$ cat src/rtl/bos_pkg.sv
// Package for the bounded overwrite stack: sizes, operation codes and the
// structs passed between the pointer logic and the top level. No dependencies.
package bos_pkg;

   localparam int DEPTH  = 16;
   localparam int WORD_W = 32;
   localparam int PTR_W  = $clog2(DEPTH);
   localparam int CNT_W  = $clog2(DEPTH + 1);

   localparam logic [PTR_W-1:0] PTR_LAST = PTR_W'(DEPTH - 1);
   localparam logic [CNT_W-1:0] CNT_FULL = CNT_W'(DEPTH);

   localparam logic [1:0] OP_PUSH = 2'd0;
   localparam logic [1:0] OP_POP  = 2'd1;
   localparam logic [1:0] OP_TAKE = 2'd2;

   typedef struct packed {
      logic              we;
      logic [PTR_W-1:0]  waddr;
      logic [WORD_W-1:0] wdata;
      logic              re;
      logic [PTR_W-1:0]  raddr;
   } ram_req_type;

   typedef struct packed {
      logic             status;
      logic             data_valid;
      logic             evicted;
      logic [CNT_W-1:0] count;
      logic             full_res;
   } stage_type;

endpackage

$ cat src/rtl/bos_if.sv
// Handshake channels of the bounded overwrite stack: request and response.
// Depends on bos_pkg for field widths.
interface bos_req_if;
   logic                      valid;
   logic                      ready;
   logic [1:0]                operation;
   logic [bos_pkg::WORD_W-1:0] value;

   modport source (output valid, operation, value, input ready);
   modport sink   (input valid, operation, value, output ready);
endinterface

interface bos_rsp_if;
   logic                                valid;
   logic                                ready;
   logic                                status;
   logic                                data_valid;
   logic                                evicted;
   logic [bos_pkg::WORD_W-1:0]          data_out;
   logic [bos_pkg::CNT_W-1:0]           count;
   logic                                full_res;

   modport source (output valid, status, data_valid, evicted, data_out, count, full_res,
                   input ready);
   modport sink   (input valid, status, data_valid, evicted, data_out, count, full_res,
                   output ready);
endinterface

$ cat src/rtl/bos_ram.sv
// Generic single-clock RAM: one write port, one read port, registered read.
// Read-first on a same-address collision. No dependencies.
module bos_ram #(
   parameter int WIDTH = 32,
   parameter int DEPTH = 16
) (
   input  logic                     clock,
   input  logic                     we,
   input  logic [$clog2(DEPTH)-1:0] waddr,
   input  logic [WIDTH-1:0]         wdata,
   input  logic                     re,
   input  logic [$clog2(DEPTH)-1:0] raddr,
   output logic [WIDTH-1:0]         rdata
);

   logic [WIDTH-1:0] mem_ff [DEPTH];
   logic [WIDTH-1:0] rdata_ff;

   always_ff @(posedge clock) begin
      if (re) begin
         rdata_ff <= mem_ff[raddr];
      end
      if (we) begin
         mem_ff[waddr] <= wdata;
      end
   end

   assign rdata = rdata_ff;

endmodule

$ cat src/rtl/bos_ctrl.sv
// Pointer and count logic of the bounded overwrite stack. Turns each accepted
// word into its RAM accesses, if any, and the status of its response. Uses bos_pkg.
module bos_ctrl (
   input  logic                        clock,
   input  logic                        reset,
   input  logic                        accept,
   input  logic [1:0]                  operation,
   input  logic [bos_pkg::WORD_W-1:0]  value,
   output bos_pkg::ram_req_type        ram_req,
   output bos_pkg::stage_type          info
);
   import bos_pkg::*;

   logic [PTR_W-1:0] top_ff, top_in;
   logic [PTR_W-1:0] bottom_ff, bottom_in;
   logic [CNT_W-1:0] count_ff, count_in;
   logic [PTR_W-1:0] top_next, top_prev, bottom_next;
   logic             is_full, is_empty;

   assign top_next    = (top_ff == PTR_LAST) ? '0 : top_ff + 1'b1;
   assign top_prev    = (top_ff == '0) ? PTR_LAST : top_ff - 1'b1;
   assign bottom_next = (bottom_ff == PTR_LAST) ? '0 : bottom_ff + 1'b1;
   assign is_full     = (count_ff == CNT_FULL);
   assign is_empty    = (count_ff == '0);

   always_comb begin
      top_in          = top_ff;
      bottom_in       = bottom_ff;
      count_in        = count_ff;
      ram_req.we      = 1'b0;
      ram_req.waddr   = top_next;
      ram_req.wdata   = value;
      ram_req.re      = 1'b0;
      ram_req.raddr   = top_ff;
      info.status     = 1'b0;
      info.data_valid = 1'b0;
      info.evicted    = 1'b0;
      case (operation)
         OP_PUSH: begin
            top_in     = top_next;
            ram_req.we = accept;
            if (is_full) begin
               // new top lands on the oldest slot; RAM reads the old word first
               ram_req.re      = accept;
               ram_req.raddr   = bottom_ff;
               bottom_in       = bottom_next;
               info.data_valid = 1'b1;
               info.evicted    = 1'b1;
            end else begin
               count_in = count_ff + 1'b1;
            end
         end
         OP_POP, OP_TAKE: begin
            if (is_empty) begin
               info.status = 1'b1;
            end else begin
               top_in   = top_prev;
               count_in = count_ff - 1'b1;
               if (operation == OP_TAKE) begin
                  ram_req.re      = accept;
                  info.data_valid = 1'b1;
               end
            end
         end
         default: begin
         end
      endcase
      info.count    = count_in;
      info.full_res = (count_in == CNT_FULL);
   end

   always_ff @(posedge clock) begin
      if (reset) begin
         top_ff    <= PTR_LAST;
         bottom_ff <= '0;
         count_ff  <= '0;
      end else if (accept) begin
         top_ff    <= top_in;
         bottom_ff <= bottom_in;
         count_ff  <= count_in;
      end
   end

endmodule

$ cat src/rtl/bounded_overwrite_stack_top.sv
// Bounded overwrite stack: LIFO of DEPTH words kept in a ring in one RAM.
// Request word: operation (push, pop, take) and value. One response per request:
// status, data_valid, evicted, data_out, count, full_res.
// A push on a full stack overwrites the oldest entry and returns it on data_out
// with evicted set. Take returns the top word; pop discards it. Pop or take on
// an empty stack returns status 1 and changes nothing. Code 3 is a no-op.
// Pipeline: each accepted request passes the read stage, then the output register.
// Throughput: one request per cycle unless stalled; pointers update at accept, so
// each request costs at most one RAM write and one RAM read, and back-to-back
// requests need no forwarding (the RAM is read-first, a push on full reads the
// evicted word in the same cycle it writes).
// Stall: while rsp_port.valid is high and rsp_port.ready is low the output register
// holds; one more request may sit in the read stage, after which req_port.ready drops.
// Reset (synchronous, active high) empties the stack at once; RAM contents are
// never read before written, so no clearing pass is needed.
// Depends on bos_pkg, bos_if, bos_ram, bos_ctrl.
module bounded_overwrite_stack_top (
   input  logic       clock,
   input  logic       reset,
   bos_req_if.sink    req_port,
   bos_rsp_if.source  rsp_port
);
   import bos_pkg::*;

   ram_req_type       ram_req;
   stage_type         info;
   logic [WORD_W-1:0] rdata;
   logic              accept;
   logic              out_free;
   logic              advance;

   logic              s1_valid_ff, s1_valid_in;
   stage_type         s1_info_ff;
   logic              rsp_valid_ff, rsp_valid_in;
   stage_type         rsp_info_ff;
   logic [WORD_W-1:0] rsp_data_ff, rsp_data_in;

   assign out_free       = !rsp_valid_ff || rsp_port.ready;
   assign advance        = s1_valid_ff && out_free;
   assign req_port.ready = !s1_valid_ff || out_free;
   assign accept         = req_port.valid && req_port.ready;

   bos_ctrl u_ctrl (
      .clock     (clock),
      .reset     (reset),
      .accept    (accept),
      .operation (req_port.operation),
      .value     (req_port.value),
      .ram_req   (ram_req),
      .info      (info)
   );

   bos_ram #(
      .WIDTH (WORD_W),
      .DEPTH (DEPTH)
   ) u_ram (
      .clock (clock),
      .we    (ram_req.we),
      .waddr (ram_req.waddr),
      .wdata (ram_req.wdata),
      .re    (ram_req.re),
      .raddr (ram_req.raddr),
      .rdata (rdata)
   );

   assign s1_valid_in  = accept || (s1_valid_ff && !out_free);
   assign rsp_valid_in = out_free ? s1_valid_ff : rsp_valid_ff;
   assign rsp_data_in  = s1_info_ff.data_valid ? rdata : '0;

   always_ff @(posedge clock) begin
      if (reset) begin
         s1_valid_ff  <= 1'b0;
         rsp_valid_ff <= 1'b0;
      end else begin
         s1_valid_ff  <= s1_valid_in;
         rsp_valid_ff <= rsp_valid_in;
      end
   end

   always_ff @(posedge clock) begin
      if (accept) begin
         s1_info_ff <= info;
      end
      if (advance) begin
         rsp_info_ff <= s1_info_ff;
         rsp_data_ff <= rsp_data_in;
      end
   end

   assign rsp_port.valid      = rsp_valid_ff;
   assign rsp_port.status     = rsp_info_ff.status;
   assign rsp_port.data_valid = rsp_info_ff.data_valid;
   assign rsp_port.evicted    = rsp_info_ff.evicted;
   assign rsp_port.data_out   = rsp_data_ff;
   assign rsp_port.count      = rsp_info_ff.count;
   assign rsp_port.full_res   = rsp_info_ff.full_res;

   // a held read stage must block new words, or the RAM output would be lost
   a_hold_blocks_accept: assert property (@(posedge clock) disable iff (reset)
      (s1_valid_ff && !out_free) |-> !accept)
      else $error("word accepted while read stage is stalled");

   a_evict_full: assert property (@(posedge clock) disable iff (reset)
      (rsp_valid_ff && rsp_info_ff.evicted) |->
         (rsp_info_ff.full_res && rsp_info_ff.data_valid && !rsp_info_ff.status))
      else $error("eviction reported without a full stack");

   a_empty_no_data: assert property (@(posedge clock) disable iff (reset)
      (rsp_valid_ff && rsp_info_ff.status) |->
         (!rsp_info_ff.data_valid && rsp_data_ff == '0))
      else $error("empty status carries data");

   a_count_range: assert property (@(posedge clock) disable iff (reset)
      rsp_valid_ff |-> (rsp_info_ff.count <= CNT_FULL))
      else $error("count beyond depth");

endmodule
$ cat src/flat_wrapper.sv
// flat-port wrapper written by rule: the top's interface ports become plain ports
module bounded_overwrite_stack_top_flat import bos_pkg::*;
  (clock, reset, req_port_valid, req_port_operation, req_port_value, req_port_ready, rsp_port_valid, rsp_port_status, rsp_port_data_valid, rsp_port_evicted, rsp_port_data_out, rsp_port_count, rsp_port_full_res, rsp_port_ready);
  bos_req_if req_port_i ();
  bos_rsp_if rsp_port_i ();
  input  logic clock;
  input  logic reset;
  input wire logic [$bits(req_port_i.valid)-1:0] req_port_valid;
  input wire logic [$bits(req_port_i.operation)-1:0] req_port_operation;
  input wire logic [$bits(req_port_i.value)-1:0] req_port_value;
  output wire logic [$bits(req_port_i.ready)-1:0] req_port_ready;
  output wire logic [$bits(rsp_port_i.valid)-1:0] rsp_port_valid;
  output wire logic [$bits(rsp_port_i.status)-1:0] rsp_port_status;
  output wire logic [$bits(rsp_port_i.data_valid)-1:0] rsp_port_data_valid;
  output wire logic [$bits(rsp_port_i.evicted)-1:0] rsp_port_evicted;
  output wire logic [$bits(rsp_port_i.data_out)-1:0] rsp_port_data_out;
  output wire logic [$bits(rsp_port_i.count)-1:0] rsp_port_count;
  output wire logic [$bits(rsp_port_i.full_res)-1:0] rsp_port_full_res;
  input wire logic [$bits(rsp_port_i.ready)-1:0] rsp_port_ready;
  assign req_port_i.valid = req_port_valid;
  assign req_port_i.operation = req_port_operation;
  assign req_port_i.value = req_port_value;
  assign req_port_ready = req_port_i.ready;
  assign rsp_port_valid = rsp_port_i.valid;
  assign rsp_port_status = rsp_port_i.status;
  assign rsp_port_data_valid = rsp_port_i.data_valid;
  assign rsp_port_evicted = rsp_port_i.evicted;
  assign rsp_port_data_out = rsp_port_i.data_out;
  assign rsp_port_count = rsp_port_i.count;
  assign rsp_port_full_res = rsp_port_i.full_res;
  assign rsp_port_i.ready = rsp_port_ready;
  bounded_overwrite_stack_top u_core (.clock(clock), .reset(reset), .req_port(req_port_i), .rsp_port(rsp_port_i));
endmodule
$ cat config.mk
export PLATFORM = sky130hd
export DESIGN_NAME = bounded_overwrite_stack_top_flat
export DESIGN_NICKNAME = d
export VERILOG_FILES = /design/src/rtl/bos_pkg.sv /design/src/rtl/bos_if.sv /design/src/rtl/bos_ram.sv /design/src/rtl/bos_ctrl.sv /design/src/rtl/bounded_overwrite_stack_top.sv /design/src/flat_wrapper.sv
export SDC_FILE = /design/constraint.sdc
export NUM_CORES = 1
export LEC_CHECK = 0
export BUFFER_PORTS_ARGS = -buffer_cell sky130_fd_sc_hd__clkbuf_2
export CORE_MARGIN = 2
export CORE_UTILIZATION = 55
export CTS_BUF_LIST = sky130_fd_sc_hd__clkbuf_8
export CTS_CLUSTER_SIZE = 20
export DETAILED_ROUTE_END_ITERATION = 16
export GPL_ROUTABILITY_DRIVEN = 0
export PLACE_DENSITY = 0.72
export SYNTH_ARGS = -nofsm -noshare
export SYNTH_HDL_FRONTEND = slang
export SYNTH_SLANG_ARGS = --single-unit
$ cat constraint.sdc
create_clock -name clock -period 5.5 [get_ports clock]
set_clock_uncertainty 0.15 [all_clocks]
set_input_delay 1.65 -clock clock [delete_from_list [all_inputs] [get_ports clock]]
set_output_delay 1.65 -clock clock [all_outputs]
set_load 0.1 [all_outputs]
==> results.toml <==
[sta]
setup_viol = 0
hold_viol_final = 0
slew_headroom_pct = 17.4
clock.fmax_mhz = 232
worst_slew_pin_slew_ns = 1.24
rsz0062_at_grt = "no"
fin_crit_ns = 4.31
drv_slew = 0
fin_crit_sh_pct = 78.3
fin_setup_tns_ns = 0
fin_ws_ns = 1.19

[pwr]
p_sw_uw = 2970
intPower_uw = 7370
leakage_uw = 0.0113
pwr-share-clk_pct = 34.6
pwr-share-comb_pct = 14.5
switching_share_pct = 28.7
p_seq_share_pct = 50.9
power_density_nw_per_um2 = 314
ir_drop_uv = 201

[cts]
cts.path.max_buffers = 3
clk_latency_ns = 0.73
htreeDepth = 3
cts_tree = "yes"
cts_root_buffer = "clkbuf_8"
clk_pin_slew_worst_paths_ns = 0.06
numCtsBuffers = 98
cts_hold_buf = 0
post_cts_buffers = 0
ctsResizeCount = 0
clock_sinks = 609

[setup_path]
cp-end-kind = "flip-flop"
reg2reg_to = "u_core.u_ram.rdata[19]"
reg2regPathDepth = 8
crit_arrival_ns = 4.55
rr_startpoint = "u_core.u_ctrl.count_ff[0]"
cp_slowest_cell = "nor3b_4"
start_kind = "flip-flop"
regToRegSetupSlack_ns = 1.19
worstPathRequired_ns = 5.74
critPathTopFamily = "simple AND/OR/NAND/NOR gates"
crit_path_frequent_cell = "buf_12"
cp_num_buf_inv = 3
cp_max_fo = 71
path_cells = "inv_1 > ha_1 > nor3b_4 > nand2_8 > buf_12 > a21oi_1 > and2_2 > buf_12"
crit_type = "flip-flop to flip-flop"
cpPeakStageDelay_ns = 1.03

[global_routing]
grt_pass1_vias = 22000
grt_pass1_wl_um = 137000
antenna_found_initial = 8
grt_start_max_net_pins = 167
grt_usage_pct = 32.5
grt-ovfl-total = 0

[routing]
drt_iter0_drc = 3711
postRouteAntennaNets = 0
routedWlPerCell_um = 28.3
drtPass1Iterations = 7
wirelength_um = 92700
via_count = 23200
vias_per_cell = 7.08
drc = 0

[place]
dp.cells = 3095
port_buffers = 80
dp_hpwl_um = 51400
dp_slack_ns = 0.797

[synthesis]
synth-seq-cells = 609
synth_ff_type = "edfxtp_1"
syn-num-nets = 2543
synth_area_um2 = 30100
synthDistinctLibCells = 68
yosysTopAreaCellShare_pct = 59.4
synth_area_leaders = "edfxtp_1, mux2i_1, a21oi_1"
avgSynthCellArea_um2 = 12.1
syn_inst = 2493
synth_edf_count = 594
yosysSeqAreaShare_pct = 60.4
synth_common_cells = "edfxtp_1, a21oi_1, nand2_1, mux2i_1, clkbuf_1"
synth_async_sr_flop_share_pct = 0
synth_top_cell_by_area = "edfxtp_1"
synth_most_common_cell = "edfxtp_1"
yosys_warnings = 0

[die]
die_y_um = 238
row_count = 85
io_pins = 81
dieWidth_um = 238
coreArea_um2 = 53900
die_area_um2 = 56500
start_util_pct = 55.7

[worst_hold_path]
hold_end = "u_core.rsp_port.full_res"
min_from = "u_core.s1_info_ff[0]"
hold_path_class = "flip-flop to flip-flop"
worst_hold_path.num_cells = 0

[final_layout]
drive_above_1_share_pct = 13.8
final-instance-count-excl-fill = 3275
nets = 2549
area_growth_pct = 9.62

[run_status]
outcome = "finished, final reports clean"

[job]
maxCapViolations = 0
## through the flow
stage / total power [µW] / hold WS [ns] / utilization [%] / cell area [µm²]
after CTS: 10300 / 0.269 / 61.1 / 32900
after global routing: 10700 / 0.276 / 61.1 / 32900
after global placement: 6780 / 0.251 / 57.8 / 31200
after detailed placement: 6810 / 0.255 / 57.8 / 31200
final: 10300 / 0.268 / 61.1 / 32900
after floorplan: 6350 / 0.250 / - / 30100
## area by class of cell
type | count | area [µm²]
Fill cell | 4169 | 21000
Sequential cell | 609 | 18200
Multi-Input combinational cell | 1616 | 10900
Clock buffer | 101 | 1390
Timing Repair Buffer | 158 | 1190
Tap cell | 696 | 871
Clock inverter | 77 | 367
Inverter | 16 | 60.1
Antenna cell | 2 | 5.00
## power groups by stage
stage	sequential [µW]	clock [µW]	combinational, µW
after floorplan	5420	0	933
after global placement	5360	0	1420
after detailed placement	5360	0	1450
after CTS	5260	3610	1460
after global routing	5270	3820	1580
final	5270	3580	1500
## flip-flops by register name (all words and copies together), names as in the netlist, 4 cells and up
register                  flops
u_core.u_ctrl.count_ff        5
u_core.s1_info_ff             9
u_core.u_ctrl.top_ff          4
u_core.u_ram.mem_ff         512
u_core.u_ctrl.bottom_ff       4
u_core.u_ram.rdata           32
u_core.rsp_port.count         5
u_core.rsp_port.data_out     32
## how the worst max path moves through the flow
stage | end | slack [ns] | from | cells after the start
2_1_floorplan | u_core.u_ram.mem_ff[0][0] | -0.16 | rsp_port_ready | 6
3_3_place_gp | u_core.u_ram.rdata[24] | 0.84 | req_port_operation[0] | 9
3_5_place_dp | u_core.u_ram.rdata[24] | 0.80 | req_port_operation[0] | 9
4_1_cts | req_port_ready | 1.36 | rsp_port_ready | 3
5_1_grt | u_core.u_ram.rdata[19] | 1.10 | u_core.u_ctrl.count_ff[0] | 8
6_report | u_core.u_ram.rdata[19] | 1.19 | u_core.u_ctrl.count_ff[0] | 8
## cell usage in the layout (no fill, tap or decap), drive strengths merged, types with 12 or more instances in the layout
| cell type | instances |
|---|---|
| a21oi | 278 |
| nand2b | 73 |
| a2111oi | 61 |
| o22ai | 55 |
| a31oi | 43 |
| clkbuf | 181 |
| nand2 | 245 |
| and3 | 42 |
| edfxtp | 594 |
| inv | 46 |
| a22o | 13 |
| and2 | 34 |
| a21boi | 40 |
| a22oi | 24 |
| clkinv | 43 |
| nand4 | 12 |
| nor2 | 40 |
| mux2i | 193 |
| or4 | 20 |
| o21ai | 62 |
| o21a | 20 |
| nand3 | 40 |
| o211ai | 52 |
| a311o | 23 |
| a311oi | 42 |
| buf | 78 |
| a211oi | 119 |
| dfxtp | 15 |
| ha | 12 |
| mux2 | 23 |
## metal layers
metal | vias to the layer above | part of all wire (%) | track usage (%)
met3 | 344 | 13 | 8.34
li1 | 9830 | - | -
met2 | 1802 | 45 | 49.0
met1 | 11200 | 37 | 43.9
met4 | 8 | 4.5 | 15.9
met5 | - | 0.051 | 0
## kinds of logic after synthesis
logic type,Yosys count,synth area share (%)
AND/OR/NAND/NOR,523,8.58
buffers and inverters,268,4.00
multiplexers,216,7.29
XOR/XNOR,3,0.0874
AO/OA/AOI/OAI,862,19.2
adder cells (fa/ha/maj),12,0.500
flip-flops,609,60.4
Note: power is estimated with default switching activity, not from simulation.
